==> src/design/pfd_pkg.sv <==
// Package for the PPM frame decoder: widths, register indexes and the
// command and status structs between the controller and the datapath.
// Used by pfd_ctrl, pfd_datapath and ppm_frame_decoder.
`timescale 1ns / 1ps
`default_nettype none
package pfd_pkg;

	localparam int MAX_SLOTS = 16;
	localparam int SLOT_W    = $clog2(MAX_SLOTS);
	localparam int TIME_BITS = 32;
	localparam int NCH_W     = 5;
	localparam int THR_W     = 16;
	localparam int PW_W      = 17;
	localparam int CFG_IDX_W = 1;
	localparam int CFG_W     = 16;

	localparam logic [CFG_IDX_W-1:0] CFG_NUM_CHANNELS   = 1'd0;
	localparam logic [CFG_IDX_W-1:0] CFG_SYNC_THRESHOLD = 1'd1;

	localparam logic [NCH_W-1:0] RESET_CHANNELS = 5'd8;
	localparam logic [THR_W-1:0] RESET_SYNC_US  = 16'd5000;

	typedef struct packed {
		logic capture;
		logic rec_fall;
		logic start_frame;
		logic store_slot;
		logic emit_load;
	} cmd_t;

	typedef struct packed {
		logic is_rise;
		logic is_sync;
		logic can_store;
		logic out_free;
		logic emit_last;
	} status_t;

endpackage
`default_nettype wire

==> src/design/pfd_ctrl.sv <==
// Controller of the PPM frame decoder: accepts an edge item, evaluates it
// and sequences the emission of a frame. Depends on pfd_pkg.
`timescale 1ns / 1ps
`default_nettype none
module pfd_ctrl (
	input  wire logic            clk,
	input  wire logic            arst_n,
	input  wire logic            in_valid,
	output logic                 in_stall,
	input  wire pfd_pkg::status_t sts,
	output pfd_pkg::cmd_t        cmd
);

	localparam logic [1:0] ST_IDLE = 2'd0;
	localparam logic [1:0] ST_EVAL = 2'd1;
	localparam logic [1:0] ST_EMIT = 2'd2;

	logic [1:0] state_q;
	logic [1:0] state_nxt;

	assign in_stall = (state_q != ST_IDLE);

	always_comb begin
		cmd       = '0;
		state_nxt = state_q;
		unique case (state_q)
			ST_IDLE: begin
				if (in_valid) begin
					cmd.capture = 1'b1;
					state_nxt   = ST_EVAL;
				end
			end
			ST_EVAL: begin
				if (!sts.is_rise) begin
					cmd.rec_fall = 1'b1;
					state_nxt    = ST_IDLE;
				end else if (sts.is_sync) begin
					cmd.start_frame = 1'b1;
					state_nxt       = ST_EMIT;
				end else begin
					cmd.store_slot = sts.can_store;
					state_nxt      = ST_IDLE;
				end
			end
			ST_EMIT: begin
				// One slot goes to the output register whenever it is free.
				if (sts.out_free) begin
					cmd.emit_load = 1'b1;
					if (sts.emit_last) begin
						state_nxt = ST_IDLE;
					end
				end
			end
			default: begin
				state_nxt = ST_IDLE;
			end
		endcase
	end

	always_ff @(posedge clk or negedge arst_n) begin
		if (!arst_n) begin
			state_q <= ST_IDLE;
		end else begin
			state_q <= state_nxt;
		end
	end

endmodule
`default_nettype wire

==> src/design/pfd_datapath.sv <==
// Datapath of the PPM frame decoder: configuration registers, edge timing,
// slot store, frame counter and the output register. Depends on pfd_pkg.
`timescale 1ns / 1ps
`default_nettype none
module pfd_datapath (
	input  wire logic                             clk,
	input  wire logic                             arst_n,
	input  wire logic                             cfg_we,
	input  wire logic [pfd_pkg::CFG_IDX_W-1:0]    cfg_index,
	input  wire logic [pfd_pkg::CFG_W-1:0]        cfg_data,
	input  wire logic                             pin_level,
	input  wire logic [pfd_pkg::TIME_BITS-1:0]    time_us,
	input  wire pfd_pkg::cmd_t                    cmd,
	output pfd_pkg::status_t                      sts,
	output logic                                  out_valid,
	input  wire logic                             out_stall,
	output logic [pfd_pkg::SLOT_W-1:0]            slot_index,
	output logic signed [pfd_pkg::PW_W-1:0]       pulse_width_us,
	output logic [pfd_pkg::TIME_BITS-1:0]         frame_number,
	output logic                                  last_of_frame
);

	logic [pfd_pkg::NCH_W-1:0]     num_ch_q;
	logic [pfd_pkg::THR_W-1:0]     thr_q;
	logic                          cap_level_q;
	logic [pfd_pkg::TIME_BITS-1:0] cap_time_q;
	logic [pfd_pkg::TIME_BITS-1:0] fall_q;
	logic [pfd_pkg::TIME_BITS-1:0] frame_q;
	logic                          synced_q;
	logic [pfd_pkg::NCH_W-1:0]     pos_q;
	logic [pfd_pkg::THR_W-1:0]     store_q [pfd_pkg::MAX_SLOTS];
	logic [pfd_pkg::MAX_SLOTS-1:0] valid_q;
	logic [pfd_pkg::SLOT_W-1:0]    emit_idx_q;

	logic                          out_valid_q;
	logic [pfd_pkg::SLOT_W-1:0]    out_slot_q;
	logic [pfd_pkg::PW_W-1:0]      out_pw_q;
	logic [pfd_pkg::TIME_BITS-1:0] out_frame_q;
	logic                          out_last_q;

	logic [pfd_pkg::NCH_W-1:0]     active_n;
	logic [pfd_pkg::TIME_BITS-1:0] low_time;

	// A channel count of zero acts as one, and one above the store depth as the depth.
	always_comb begin
		priority if (num_ch_q == '0) begin
			active_n = pfd_pkg::NCH_W'(1);
		end else if (num_ch_q > pfd_pkg::NCH_W'(pfd_pkg::MAX_SLOTS)) begin
			active_n = pfd_pkg::NCH_W'(pfd_pkg::MAX_SLOTS);
		end else begin
			active_n = num_ch_q;
		end
	end

	// Low time wraps with the timestamp, so it is never negative.
	assign low_time = cap_time_q - fall_q;

	assign sts.is_rise   = cap_level_q;
	assign sts.is_sync   = low_time >
		{{(pfd_pkg::TIME_BITS - pfd_pkg::THR_W){1'b0}}, thr_q};
	assign sts.can_store = synced_q && (pos_q < active_n);
	assign sts.out_free  = !out_valid_q || !out_stall;
	assign sts.emit_last = ({1'b0, emit_idx_q} == (active_n - pfd_pkg::NCH_W'(1)));

	always_ff @(posedge clk or negedge arst_n) begin
		if (!arst_n) begin
			num_ch_q <= pfd_pkg::RESET_CHANNELS;
			thr_q    <= pfd_pkg::RESET_SYNC_US;
		end else if (cfg_we) begin
			unique case (cfg_index)
				pfd_pkg::CFG_NUM_CHANNELS: begin
					num_ch_q <= cfg_data[pfd_pkg::NCH_W-1:0];
				end
				pfd_pkg::CFG_SYNC_THRESHOLD: begin
					thr_q <= cfg_data[pfd_pkg::THR_W-1:0];
				end
				default: begin
				end
			endcase
		end
	end

	always_ff @(posedge clk) begin
		if (cmd.capture) begin
			cap_level_q <= pin_level;
			cap_time_q  <= time_us;
		end
		if (cmd.store_slot) begin
			store_q[pos_q[pfd_pkg::SLOT_W-1:0]] <= low_time[pfd_pkg::THR_W-1:0];
		end
		if (cmd.emit_load) begin
			out_slot_q  <= emit_idx_q;
			// A slot never captured reads as minus one.
			out_pw_q    <= valid_q[emit_idx_q] ? {1'b0, store_q[emit_idx_q]} : '1;
			out_frame_q <= frame_q;
			out_last_q  <= sts.emit_last;
		end
	end

	always_ff @(posedge clk or negedge arst_n) begin
		if (!arst_n) begin
			fall_q      <= '0;
			frame_q     <= '0;
			synced_q    <= 1'b0;
			pos_q       <= '0;
			valid_q     <= '0;
			emit_idx_q  <= '0;
			out_valid_q <= 1'b0;
		end else begin
			if (cmd.rec_fall) begin
				fall_q <= cap_time_q;
			end
			if (cmd.start_frame) begin
				frame_q    <= frame_q + pfd_pkg::TIME_BITS'(1);
				synced_q   <= 1'b1;
				pos_q      <= '0;
				emit_idx_q <= '0;
			end
			if (cmd.store_slot) begin
				valid_q[pos_q[pfd_pkg::SLOT_W-1:0]] <= 1'b1;
				pos_q <= pos_q + pfd_pkg::NCH_W'(1);
			end
			if (cmd.emit_load) begin
				emit_idx_q  <= emit_idx_q + pfd_pkg::SLOT_W'(1);
				out_valid_q <= 1'b1;
			end else if (!out_stall) begin
				out_valid_q <= 1'b0;
			end
		end
	end

	assign out_valid      = out_valid_q;
	assign slot_index     = out_slot_q;
	assign pulse_width_us = out_pw_q;
	assign frame_number   = out_frame_q;
	assign last_of_frame  = out_last_q;

endmodule
`default_nettype wire

==> src/design/ppm_frame_decoder.sv <==
// Top level of the PPM frame decoder: joins the controller and the datapath.
// Depends on pfd_pkg, pfd_ctrl and pfd_datapath.
//
//   channel | handshake            | payload
//   --------+----------------------+------------------------------------------
//   in      | in_valid / in_stall   | pin_level, time_us
//   out     | out_valid / out_stall | slot_index, pulse_width_us, frame_number,
//           |                       | last_of_frame
//   cfg     | cfg_we                | cfg_index, cfg_data
//
// A falling edge or a rising edge without sync is accepted, then evaluated.
// A sync edge is accepted, evaluated, then emits one item per active slot through the
// single output register, which the emission sequence fills once per cycle unless stalled.
// A stall on the output holds the sequence; no input item is taken meanwhile.
// After reset all slots read as minus one; there is no clearing pass.
`timescale 1ns / 1ps
`default_nettype none
module ppm_frame_decoder (
	input  wire logic                             clk,
	input  wire logic                             arst_n,
	input  wire logic                             cfg_we,
	input  wire logic [pfd_pkg::CFG_IDX_W-1:0]    cfg_index,
	input  wire logic [pfd_pkg::CFG_W-1:0]        cfg_data,
	input  wire logic                             in_valid,
	output logic                                  in_stall,
	input  wire logic                             pin_level,
	input  wire logic [pfd_pkg::TIME_BITS-1:0]    time_us,
	output logic                                  out_valid,
	input  wire logic                             out_stall,
	output logic [pfd_pkg::SLOT_W-1:0]            slot_index,
	output logic signed [pfd_pkg::PW_W-1:0]       pulse_width_us,
	output logic [pfd_pkg::TIME_BITS-1:0]         frame_number,
	output logic                                  last_of_frame
);

	pfd_pkg::cmd_t    cmd;
	pfd_pkg::status_t sts;

	pfd_ctrl u_ctrl (
		.clk      (clk),
		.arst_n   (arst_n),
		.in_valid (in_valid),
		.in_stall (in_stall),
		.sts      (sts),
		.cmd      (cmd)
	);

	pfd_datapath u_dp (
		.clk            (clk),
		.arst_n         (arst_n),
		.cfg_we         (cfg_we),
		.cfg_index      (cfg_index),
		.cfg_data       (cfg_data),
		.pin_level      (pin_level),
		.time_us        (time_us),
		.cmd            (cmd),
		.sts            (sts),
		.out_valid      (out_valid),
		.out_stall      (out_stall),
		.slot_index     (slot_index),
		.pulse_width_us (pulse_width_us),
		.frame_number   (frame_number),
		.last_of_frame  (last_of_frame)
	);

endmodule
`default_nettype wire

==> config.mk <==
export PLATFORM = sky130hd
export DESIGN_NAME = ppm_frame_decoder
export DESIGN_NICKNAME = d
export VERILOG_FILES = /design/src/design/pfd_pkg.sv /design/src/design/pfd_ctrl.sv /design/src/design/pfd_datapath.sv /design/src/design/ppm_frame_decoder.sv
export SDC_FILE = /design/constraint.sdc
export NUM_CORES = 1
export LEC_CHECK = 0
export BUFFER_PORTS_ARGS = -buffer_cell sky130_fd_sc_hd__buf_2
export CAP_MARGIN = 10
export CORE_MARGIN = 3
export CORE_UTILIZATION = 40
export CTS_CLUSTER_DIAMETER = 100
export CTS_CLUSTER_SIZE = 25
export DETAILED_ROUTE_END_ITERATION = 10
export PLACE_DENSITY = 0.66
export SYNTH_ARGS = -nofsm -noshare
export SYNTH_HDL_FRONTEND = slang
export SYNTH_SLANG_ARGS = --single-unit
==> constraint.sdc <==
create_clock -name clk -period 6.5 [get_ports clk]
set_input_delay 1.3 -clock clk [delete_from_list [all_inputs] [get_ports clk]]
set_output_delay 1.3 -clock clk [all_outputs]
set_load 0.02 [all_outputs]
; ---- Word level (Yosys, flattened, before mapping)
; Memories as Yosys holds them, arrays and structs flattened.
; Cells that the tools add are included.
[op_classes]
add_sub_neg = 5
n_lt_le_gt_ge = 6
n_eq_ne = 7
mux = 30
bitwise = 2
n_reduce_logical = 13
[ops]
columns = operator, count
row1 = adder 32 x 1 -> 32 bit (second input constant), 1
row2 = > comparator 32 x 16 -> 1 bit, 1
row3 = subtractor 32 bit, 1
row4 = 2-to-1 mux 5 bit, 4
row5 = 2-to-1 mux 17 bit, 1
row6 = OR 16 bit, 1
row7 = 2-to-1 mux 1 bit, 13
row8 = 2-to-1 mux 2 bit, 6
row9 = less-than comparator 4 x 5 -> 1 bit (second input constant), 2
row10 = 2-to-1 mux 4 bit, 2
row11 = != test 2 bit (second input constant), 3
row12 = one-hot mux 2 bit (3 select lines), 1
row13 = nonzero test 2 bit, 3
row14 = adder 5 x 1 -> 5 bit (second input constant), 1
row15 = equality test 4 x 5 -> 1 bit, 1
row16 = > comparator 5 bit (second input constant), 1
row17 = logical NOT 5 bit, 1
row18 = less-than comparator 5 bit, 1
row19 = subtractor 5 x 1 -> 5 bit (second input constant), 1
row20 = adder 4 x 1 -> 4 bit (second input constant), 1
row21 = binary-select mux 1 bit (select 4 bit), 1
row22 = demux 1 bit (select 4 bit), 1
row23 = >= comparator 4 x 1 -> 1 bit (second input constant), 1
row24 = AND reduction 2 bit, 2
row25 = other kinds (10), 12
[totals]
ff_bits = 201
mem_bits_rw = 256
input_bits = 55
output_inout_bits = 56
wordCells = 81
memories = 1
[mem_list]
columns = memory, words, width, rd, rd_ports_with_merged_regs, write_ports, line_no
row1 = u_dp.store_q, 16, 16, 1, 0, 1, pfd_datapath.sv:31  ; logic [pfd_pkg::THR_W-1:0] store_q [pfd_pkg::MAX_SLOTS];

; ---- Logic depth before layout (Yosys ltp)
; Gate-level depths: netlist (run 1).
[logic_depth]
word_depth = 10
depth_mapped = 22

; ---- Modules after synthesis
; A second synthesis (run 1) with hierarchy kept.
[hier_totals]
cells_unflattened = 1373
area_unflattened_um2 = 19635.1
[by_module_without_submodules]
columns = mod, instances, cells_each, area_each_um2
row1 = pfd_datapath, 1, 1359, 19505.0
row2 = pfd_ctrl, 1, 14, 130.1

; ---- Worst setup path after synthesis (run 1)
; Ideal clock, no wire load.
[synth_timing]
path_type = reg2reg
start = register u_dp.cap_time_q[0] (netlist name)
end = memory u_dp.store_q[10][0] (netlist name) (enable)
setup_time_ns = 0.373
t_arrival_ns = 4.815
t_required_ns = 6.127
setup_slack_ns = 1.312
stages_incl_launch_ff = 21
path_buffers = 1
synth_period_minus_slack_ns = 5.188
path_cell_list = edfxtp_1 -> inv_1 -> ha_1 -> inv_1 -> fa_1 -> a211o_1 -> a211o_4 -> nand4_1 -> nand2_1 -> xor2_1 -> ha_1 -> nand4_1 -> a21oi_1 -> nor4_1 -> nor3_1 -> a21oi_1 -> nand3_1 -> a211o_1 -> nor4_2 -> clkbuf_1 -> and4_1
[synth_between]
elab_chain_len = 7
[synth_lines]
columns = element, line_no
row1 = "start, declared", pfd_datapath.sv:26  ; logic [pfd_pkg::TIME_BITS-1:0] cap_time_q;
row2 = "start signal, assigned", pfd_datapath.sv:86  ; cap_time_q <= time_us;
row3 = subtractor 32 bit, pfd_datapath.sv:56  ; assign low_time = cap_time_q - fall_q;
row4 = via u_dp.low_time (one bit), pfd_datapath.sv:42  ; logic [pfd_pkg::TIME_BITS-1:0] low_time;
row5 = > comparator 32 x 16 -> 1 bit, pfd_datapath.sv:59  ; assign sts.is_sync = low_time >
row6 = 2-to-1 mux 1 bit, pfd_ctrl.sv:37  ; end else if (sts.is_sync) begin
row7 = 2-to-1 mux 2 bit, pfd_ctrl.sv:34  ; if (!sts.is_rise) begin
row8 = 2-to-1 mux 3 bit, pfd_ctrl.sv:26  ; unique case (state_q)
row9 = 2-to-1 mux 1 bit, pfd_datapath.sv:88  ; if (cmd.store_slot) begin
row10 = 2-to-1 mux 1 bit (not written as such), pfd_datapath.sv:89  ; store_q[pos_q[pfd_pkg::SLOT_W-1:0]] <= low_time[pfd_pkg::THR_W-1:0];
row11 = "end, declared", pfd_datapath.sv:31
; The timed path passes the listed nets, and every way through them passes these cells.

; ---- Worst setup path after layout (run 1)
[layout_timing]
start = register u_dp.cap_time_q[3] (netlist name)
end = register u_dp.frame_q[1] (netlist name)
[layout_between]
elab_chain_len = 5
[layout_lines]
columns = element, line_no
row1 = subtractor 32 bit, pfd_datapath.sv:56
row2 = via u_dp.low_time (one bit), pfd_datapath.sv:42
row3 = > comparator 32 x 16 -> 1 bit, pfd_datapath.sv:59
row4 = 2-to-1 mux 1 bit, pfd_ctrl.sv:37
row5 = 2-to-1 mux 2 bit, pfd_ctrl.sv:34
row6 = 2-to-1 mux 3 bit, pfd_ctrl.sv:26
row7 = "end signal, assigned", pfd_datapath.sv:114  ; frame_q <= frame_q + pfd_pkg::TIME_BITS'(1);
row8 = "end, declared", pfd_datapath.sv:28  ; logic [pfd_pkg::TIME_BITS-1:0] frame_q;
; The timed path passes the listed nets, and every way through them passes these cells.
; A chain may end at the register's enable or synchronous reset.

==> results of run 1 <==
[final cells by class]
cell class              instances  area [sq um]  area share [%]
clock buffers                  36         624.3           2.788
well taps                     664         830.8           3.711
inverters                      64         240.2           1.073
multi-input cells             756          6603           29.49
clock inverters                 6         68.82          0.3073
flip-flops and latches        457         13170           58.80
repair buffers                149         858.3           3.833
[registers in the layout, indices dropped and copies added, names as in the netlist]
| register | flops |
|---|---|
| u_dp.fall_q | 32 |
| u_dp.last_of_frame | 1 |
| u_dp.num_ch_q | 5 |
| u_dp.valid_q | 16 |
| u_dp.cap_level_q | 1 |
| u_ctrl.state_q | 2 |
| u_dp.pos_q | 5 |
| u_dp.pulse_width_us | 17 |
| u_dp.out_valid | 1 |
| u_dp.thr_q | 16 |
| u_dp.frame_number | 32 |
| u_dp.synced_q | 1 |
| u_dp.emit_idx_q | 4 |
| u_dp.frame_q | 32 |
| u_dp.cap_time_q | 32 |
| u_dp.store_q | 256 |
| u_dp.slot_index | 4 |
[Yosys cell counts (15+ instances only)]
cell / count / area, sq um
ha_1: 58 / 725.7
mux2_2: 23 / 259.0
mux4_2: 85 / 1914
inv_1: 64 / 240.2
o21ai_0: 57 / 285.3
a41o_1: 16 / 160.2
nor2_1: 32 / 120.1
xor2_1: 43 / 376.6
nor4_1: 15 / 93.84
clkbuf_1: 32 / 120.1
buf_2: 15 / 75.07
nand3_1: 32 / 160.2
and4_1: 19 / 166.4
nand2b_1: 19 / 118.9
dfrtp_1: 108 / 2703
nand4_1: 28 / 175.2
nand2_1: 93 / 349.1
nor3_1: 19 / 95.09
a21o_1: 15 / 112.6
edfxtp_1: 343 / 10300
a21oi_1: 46 / 230.2
[routing by layer]
metal / wire length, um / part of all wire (%) / up-vias
li1: - / - / 5377
met4: 651 / 1.5 / 0
met1: 19440 / 44 / 5983
met2: 21800 / 50 / 320
met3: 1926 / 4.4 / 43
met5: 0 / 0 / -
[worst max-delay path, cell delays in order (launching register included)]
cell and delay [ps]:
edfxtp_1 400, ha_1 360, a21o_1 200, a21oi_1 230
a211oi_1 130, o21ai_0 560, nand2_1 190, xor2_2 600
ha_1 380, a21oi_1 120, o21ai_0 110, nor4_1 280
nor3_1 120, or4_1 470, nor4_1 260, and4_2 660
nor2_1 230, mux2_1 350
[report_power, final]
| group | internal (mW) | switching [mW] |
|---|---|---|
| combinational | 1.41 | 2.31 |
| sequential | 4.05 | 0.197 |
| clock | 0.692 | 0.932 |
[kinds of logic after synthesis]
kind of cell / count (synthesis)
compound gates: 211
buf+inv: 127
mux: 112
fa+ha+maj: 59
flops: 457
simple gates: 319
xor+xnor: 55
[through the flow]
| step | cell area (sq um) | std cells | hold WS, ps | setup slack [ps] |
|---|---|---|---|---|
| finish | 22390 | 2132 | 468.9 | 724.9 |
| global route | 22390 | 2132 | 493.3 | 36.69 |
| CTS | 22350 | 2129 | 473.9 | 428.0 |
| detailed placement | 21660 | 2087 | 451.5 | 448.0 |
| global placement | 21660 | 2087 | 444.1 | 579.4 |
| floorplan | 20260 | 1340 | 431.2 | 1312 |
[worst paths after layout]
kind,to,from,depth (start not counted),slack [ps]
max,u_dp.frame_q[1],u_dp.cap_time_q[3],17,720
min,u_dp.valid_q[14],u_dp.valid_q[14],1,470
max reg2reg,u_dp.frame_q[1],u_dp.cap_time_q[3],17,720
min reg2reg,u_dp.valid_q[14],u_dp.valid_q[14],1,470
max in group asynchronous,u_dp.fall_q[7],arst_n,2,4520
min in group asynchronous,u_dp.frame_q[20],arst_n,1,820
[cells in the final DEF (no fill, tap or decap), types with 12 or more instances in the layout]
master	instances
xor2_1	41
buf_2	109
xnor2_1	12
a41o_1	16
o21ai_0	57
nand2_1	93
buf_4	39
a21o_1	15
inv_1	63
nor2_1	31
clkbuf_16	23
nand2b_1	19
nor4_1	15
nand4_1	28
clkbuf_1	13
ha_1	58
o21a_1	12
mux2_2	23
nand3_1	32
a21oi_1	46
and4_1	18
dfrtp_1	106
nor3_1	19
mux4_2	85
edfxtp_1	343
==> reports/metrics.yaml, run 1 <==
clock_latency_ps: 580
drc: 0
antenna_found_initial: 0
hold_viol: 0
critPathRequiredTime_ps: 6970
die_x_um: 231.1
drv_slew: 0
hpwlAfterDp_um: 28440
routedWlPerCell_um: 20.55
ys_types: 71
fin_worst_skew_ps: 18.93
vias: 11723
areaGrowthSynthToFinish_pct: 10.52
postCtsSetupBuffers: 0
dieHeight_um: 231.1
cts_htree_levels: 1
synth_adder_area_share_pct: 3.681
grt_pass1_vias: 11921
gr-usage-met3_pct: 2.040
ys_ff_latch: 457
finalSetupViolations: 0
diodes: 0
final_layout_size_suffix_gt1_share_pct: 21.19
worstSetupPathType: "register to register"
grt_pass1_wl_um: 69810
drt_pass1_iterations: 6
tightest_slew_ps: 967.6
cts_tree: "yes"
grt_setup_unrepaired: "false"
p_per_area_mw_per_mm2: 428.1
synth_seq_area_share_pct: 64.96
gr-total-overflow: 0
syn-cell-area_sq_mm: 0.02026
end_kind: "register"
core_area_sq_mm: 0.04946
hp-class: "register to register"
drtAntennaViolNets: 0
slew_headroom_pct: 35.34
yosysWarnings: 0
clk_pin_slew_ps: 100
start_util_pct: 40.96
via_per_inst: 5.499
grt.met1_usage_pct: 23.78
fin_crit_ps: 5775
syn_nets: 1454
synthCells: 1340
cts_buffer_depth: 3
io_pins: 111
synthSimpleGateAreaFrac_pct: 8.498
leakagePower_nw: 8.266
peakVddDrop_v: 0.0003108
cp_max_fo: 29
holdBufCountCts: 0
synthArstFlopShare_pct: 24.95
synth_mux_area_share_pct: 10.93
core.rowCount: 81
synth_edf_count: 343
n_fill_cell: 4397
routabilityCongestion: 0.8769
grt_busiest_layer: "met2"
crit_arrival_ps: 6240
synth_xor_xnor_area_share_pct: 2.378
cts_resized: 0
ys_dominant_reg_cell: "edfxtp_1"
synth_compound_area_share_pct: 6.960
cap_violations: 0
wl_um: 43820
post-route-util_pct: 45.27
critPathLaunchType: "register"
cts_root_buffer: "clkbuf_16"
clock.fmax_ghz: 0.1732
portBuffers: 110
met2_usage_pct: 27.99
cts_buffers: 23
status: "finished clean"
synth_top_family_by_area: "multiplexers"
dieArea_sq_mm: 0.05338
final.setup.tns_ps: 0
avgSynthCellArea_sq_um: 15.12
nets: 1565
total_power_mw: 9.585
grt_max_degree: 71
grt_usage_pct: 16.59
period_share_pct: 88.85
drt_iter0_drc: 1117
clock_sinks: 457
No activity file was read; power rests on OpenSTA's default activity.
==> run 2, diff against run 1 <==
Settings changed: CELL_PAD_IN_SITES_DETAIL_PLACEMENT set to 0, CELL_PAD_IN_SITES_GLOBAL_PLACEMENT set to 2, PLACE_DENSITY 0.66 to 0.82.
==> run 2 against run 1 <==
Against the previous run:
- cell count about the same
- clock power fell by 4%
- first-iteration DRC count fell by 21%
- clock skew increased by 13 ps
- sequential share of layout area rose by 0.15 points
- register-to-register slack worse by 60 ps
- worst hold slack better by 3.6 ps
- utilization shrank 0.12 points
- largest power group unchanged
- critical path depth did not move
- critical path type unchanged
==> reports/metrics.yaml, run 2 (same netlist as run 1, synthesis figures left out) <==
peakVddDrop_v: 0.0002284  # -27%
period_share_pct: 89.70  # +0.85 points
dieArea_sq_mm: 0.05338  # unchanged
clk_pin_slew_ps: 100  # about the same
largest_reg_flops: 256  # unchanged
cts_htree_levels: 1  # unchanged
tightest_slew_ps: 1153  # +185.5 ps
routabilityCongestion: 0.8835  # +0.75%
grt_pass1_wl_um: 69700  # -0.16%
dieHeight_um: 231.1  # unchanged
drc: 0  # unchanged
hold_viol: 0  # unchanged
hold-worst-slack_ps: 472.5  # +3.557 ps
holdBufCountCts: 0  # unchanged
clock_sinks: 457  # unchanged
areaGrowthSynthToFinish_pct: 10.23
cp_num_buf_inv: 0  # unchanged
clock.fmax_ghz: 0.1715  # -0.95%
cp_max_fo: 35  # +21%
stdcell_count: 2131  # -0.047%
critPathRequiredTime_ps: 6980  # about the same
grt_pass1_vias: 11794  # -1.1%
wl_um: 44420  # +1.4%
drt_iter0_drc: 888  # -21%
fin_worst_skew_ps: 31.80  # +12.87 ps
drtAntennaViolNets: 0  # unchanged
grt_usage_pct: 16.72  # +0.13 points
cap_violations: 0  # unchanged
drv_slew: 0  # unchanged
leakagePower_nw: 8.243  # -0.27%
critPathLaunchType: "register"
io_pins: 111  # unchanged
r2r-start: "u_dp.cap_time_q[3]"
whs_path_depth: 1  # unchanged
cts_buffer_depth: 3  # unchanged
die_x_um: 231.1  # unchanged
cts_buffers: 22  # -4.3%
crit_family: "simple AND/OR/NAND/NOR gates"
end_kind: "register"
final_layout_size_suffix_gt1_share_pct: 21.00  # -0.19 points
n_fill_cell: 4406  # +0.20%
final_cell_mix: "edfxtp_1, buf_2, dfrtp_1"
seqCellArea_sq_mm: 0.01317  # unchanged
hp-start: "u_dp.frame_q[31]"
r2r_end: "u_dp.frame_q[1]"
grt_setup_unrepaired: "false"
cp_slowest_cell: "xor2_2"
nets: 1565  # unchanged
cp_slowest_stage_delay_ps: 640  # -20 ps
vias: 11557  # -1.4%
crit_arrival_ps: 6310  # +70 ps
clock_latency_ps: 590  # about the same
cts_root_buffer: "clkbuf_16"
drt_pass1_iterations: 5  # -1
crit_path_start: "u_dp.cap_time_q[3]"
final.setup.tns_ps: 0  # unchanged
dpl_cell_area_sq_mm: 0.02164  # about the same
multi_input_area_sq_mm: 0.006596  # about the same
r2r_cells: 17  # unchanged
min_to: "u_dp.frame_q[31]"
antenna_found_initial: 0  # unchanged
wl_met1_um: 19220  # -1.2%
hpwlAfterDp_um: 28550  # +0.40%
finalSetupViolations: 0  # unchanged
core_area_sq_mm: 0.04946  # unchanged
dr_wl_met2_um: 22420  # +2.8%
crit_chain: "ha_1 > a21o_1 > a21oi_1 > a211oi_1 > o21ai_0 > nand2_1 > xor2_2 > ha_1 > a21oi_1 > o21ai_0 > nor4_1 > nor3_1 > or4_1 > nor4_1 > and4_4 > nor2_1 > mux2_1"
final_common_cell: "edfxtp_1"
via_per_inst: 5.423  # -1.4%
total_power_mw: 9.540  # -0.47%
routed.top_layer: "met4"
fin_crit_ps: 5830  # +55.23 ps
routedWlPerCell_um: 20.84  # +1.4%
status: "finished clean"
diodes: 0  # unchanged
met3_length_um: 1820  # -5.5%
gr-total-overflow: 0  # unchanged
start_util_pct: 40.96  # unchanged
reg2reg_setup_slack_ps: 670  # -60 ps
portBuffers: 110  # unchanged
cts_tree: "yes"
worstSetupPathType: "register to register"
dp.cells: 2086  # -0.048%
slew_headroom_pct: 22.57  # -13 points
finalInstanceArea_sq_mm: 0.02233  # -0.26%
grt_max_degree: 74  # +4.2%
core.rowCount: 81  # unchanged
hp-class: "register to register"
p_per_area_mw_per_mm2: 427.2  # -0.21%
[run 2: cell count changes in the layout (fill, tap and decap cells not counted), sizes merged]
cell | before | now
inv | 69 | 66
buf | 149 | 150
clkbuf | 36 | 37
[run 2: worst register-to-register path: stages (launching register included)]
cell	delay [ps]
edfxtp_1	400
ha_1	360
a21o_1	200
a21oi_1	240
a211oi_1	150
o21ai_0	520
nand2_1	190
xor2_2	640
ha_1	400
a21oi_1	120
o21ai_0	120
nor4_1	290
nor3_1	120
or4_1	480
nor4_1	390
and4_4	570
nor2_1	220
mux2_1	340
[run 2: routing by layer]
| metal | vias to the layer above | track usage (%) |
|---|---|---|
| met5 | - | 0 |
| met4 | 0 | 3.680 |
| met3 | 44 | 2.126 |
| met2 | 212 | 29.34 |
| met1 | 5912 | 22.41 |
| li1 | 5389 | - |
[run 2: final cells by class]
type / count / area share, %
Timing Repair Buffer: 150 / 3.821
Inverter: 64 / 1.076
Tap cell: 664 / 3.720
Sequential cell: 457 / 58.95
Multi-Input combinational cell: 756 / 29.54
Clock buffer: 37 / 2.717
Clock inverter: 3 / 0.1737
[run 2: report_power, final]
group	leakage (nW)	internal, mW	switching [mW]
combinational	3.40	1.41	2.33
sequential	4.54	4.05	0.183
clock	0.308	0.656	0.906
total	8.24	6.12	3.42
[run 2: through the flow]
step                      utilization, %  setup WS, ps
after floorplan                        -          1312
after global routing               45.15         122.3
after detailed placement           43.75         28.17
final                              45.15         669.7
after global placement             43.75         251.7
after CTS                          45.07         72.68
[run 2: how the worst max path moves through the flow]
stage	to	slack, ps	cells after the start
CTS	u_dp.frame_q[1]	70	19
global placement	u_dp.frame_q[1]	250	19
finish	u_dp.frame_q[1]	670	17
floorplan	u_dp.store_q[10][0]	1310	20
detailed placement	u_dp.frame_q[1]	30	17
global route	u_dp.frame_q[1]	120	17
[run 2: timing repair]
action | 4_1_cts | 5_1_grt
resized for setup | 1 | 1
buffers inserted | 0 | 0
setup endpoints to repair | 1 | 14
==> run 3, diff against run 2 <==
Settings changed: CORE_MARGIN 3 to 1.
==> run 3 against run 2 <==
Against the previous run:
- sequential share of layout area shrank 0.22 points
- wire length fell by 0.75%
- global-route usage rose by 0.80 points
- utilization is 0.38 points lower
- fmax decreased by 3.9%
- critical path type unchanged
- largest cell class unchanged
- highest routed layer unchanged
==> reports/metrics.yaml, run 3 (same netlist as run 1, synthesis figures left out) <==
status: "finished clean"
diodes: 0  # unchanged
core.rowCount: 82  # +1.2%
total_power_mw: 9.614  # +0.77%
p_per_area_mw_per_mm2: 428.9  # +0.39%
min_to: "u_dp.fall_q[16]"
worstSetupPathType: "register to register"
critPathLaunchType: "register"
r2r_end: "u_dp.frame_q[1]"
postCtsSetupBuffers: 0  # unchanged
fin_crit_ps: 6064  # +234.0 ps
clock.fmax_ghz: 0.1649  # -3.9%
areaGrowthSynthToFinish_pct: 10.65
end_kind: "register"
dpl_cell_area_sq_mm: 0.02167  # +0.14%
final_common_cell: "edfxtp_1"
final.setup.tns_ps: 0  # unchanged
stdcell_count: 2141  # +0.47%
slew_headroom_pct: 20.06  # -2.5 points
wl_um: 44090  # -0.75%
final_layout_size_suffix_gt1_share_pct: 21.17  # +0.18 points
start_util_pct: 40.46  # -0.50 points
drtAntennaViolNets: 0  # unchanged
clk_pin_slew_ps: 110  # about the same
drv_slew: 0  # unchanged
peakVddDrop_v: 0.0002895  # +27%
grt_usage_pct: 17.52  # +0.80 points
period_share_pct: 93.30  # +3.6 points
clock_sinks: 457  # unchanged
grt_pass1_vias: 11680  # -0.97%
critPathRequiredTime_ps: 6970  # about the same
fin_worst_skew_ps: 33.07  # +1.270 ps
cts_buffers: 23  # +4.5%
portBuffers: 110  # unchanged
nets: 1566  # +0.064%
io_pins: 111  # unchanged
cts_buffer_depth: 3  # unchanged
dieHeight_um: 227.1  # -1.7%
cts_htree_levels: 1  # unchanged
whs_path_depth: 2  # +1
die_x_um: 227.1  # -1.7%
reg2reg_setup_slack_ps: 440  # -230 ps
r2r_cells: 19  # +2
drt_pass1_iterations: 5  # unchanged
via_per_inst: 5.422  # about the same
cts_root_buffer: "clkbuf_16"
drc: 0  # unchanged
hp-class: "register to register"
crit_arrival_ps: 6540  # +230 ps
finalSetupViolations: 0  # unchanged
grt_max_degree: 74  # unchanged
r2r-start: "u_dp.cap_time_q[0]"
antenna_found_initial: 1  # +1
tightest_slew_ps: 1195  # +41.96 ps
cp_max_fo: 23  # -34%
vias: 11609  # +0.45%
cap_violations: 0  # unchanged
hold_viol: 0  # unchanged
final_cell_mix: "edfxtp_1, buf_2, dfrtp_1"
dp.cells: 2095  # +0.43%
routedWlPerCell_um: 20.59  # -1.2%
grt_pass1_wl_um: 68830  # -1.2%
hp-start: "u_dp.cap_time_q[16]"
leakagePower_nw: 8.275  # +0.38%
cts_tree: "yes"
routabilityCongestion: 0.8316  # -5.9%
largest_reg_flops: 256  # unchanged
dieArea_sq_mm: 0.05155  # -3.4%
drt_iter0_drc: 807  # -9.1%
gr-total-overflow: 0  # unchanged
clock_latency_ps: 600  # about the same
finalInstanceArea_sq_mm: 0.02242  # +0.38%
core_area_sq_mm: 0.05007  # +1.2%
grt_setup_unrepaired: "false"
post-route-util_pct: 44.77  # -0.38 points
hpwlAfterDp_um: 28360  # -0.68%
-- run 3: through the flow --
step | hold slack [ps] | setup slack [ps]
CTS | 473.7 | 344.9
floorplan | 431.2 | 1312
global placement | 443.3 | 599.1
global route | 492.2 | 92.31
detailed placement | 452.2 | 382.8
finish | 472.5 | 435.7
-- run 3: how the worst max path moves through the flow --
stage | startpoint | depth (start not counted) | slack [ps] | endpoint
finish | u_dp.cap_time_q[0] | 19 | 440 | u_dp.frame_q[1]
global route | u_dp.cap_time_q[0] | 19 | 90 | u_dp.frame_q[1]
CTS | u_dp.cap_time_q[0] | 19 | 340 | u_dp.frame_q[1]
detailed placement | u_dp.cap_time_q[3] | 17 | 380 | u_dp.frame_q[1]
global placement | u_dp.cap_time_q[3] | 17 | 600 | u_dp.frame_q[1]
floorplan | u_dp.cap_time_q[0] | 20 | 1310 | u_dp.store_q[10][0]
-- run 3: per-layer routing --
layer | routed length (um) | part of all wire (%) | GRT usage [%]
met1 | 19810 | 45 | 24.21
met2 | 21740 | 49 | 29.73
met3 | 1804 | 4.1 | 2.117
met4 | 726 | 1.6 | 3.875
met5 | 0 | 0 | 0
-- run 3: area by class of cell --
type	count	area, sq um
fillers	4513	27650
multi-input cells	756	6595
well taps	672	840.8
clock buffers	37	628.1
flip-flops and latches	457	13170
inverters	64	240.2
clock inverters	5	73.82
repair buffers	150	873.3
-- run 3: repair_timing --
item / CTS / global route
gates resized for setup: 0 / 1
setup endpoints to repair: 0 / 4
hold buffers: 0 / 0
-- run 3: critical path: stages, from the launching register on --
cell and delay [ps]:
edfxtp_1 390, inv_1 60, ha_1 160, inv_1 60, fa_1 430, a211o_1 310
a211o_4 390, nand4_1 100, nand2_1 70, xor2_1 930, ha_1 420, nand4_1 140
a21oi_1 50, nor4_1 270, nor3_1 120, or4_1 480, nor4_1 300, and4_2 620
nor2_1 260, mux2_1 370
-- run 3: power breakdown --
part | leakage, nW | switching [mW] | internal (mW) | total, mW
logic | 3.40 | 2.31 | 1.41 | 3.72
registers | 4.54 | 0.208 | 4.05 | 4.26
clock network | 0.335 | 0.946 | 0.695 | 1.64
total | 8.27 | 3.46 | 6.15 | 9.61
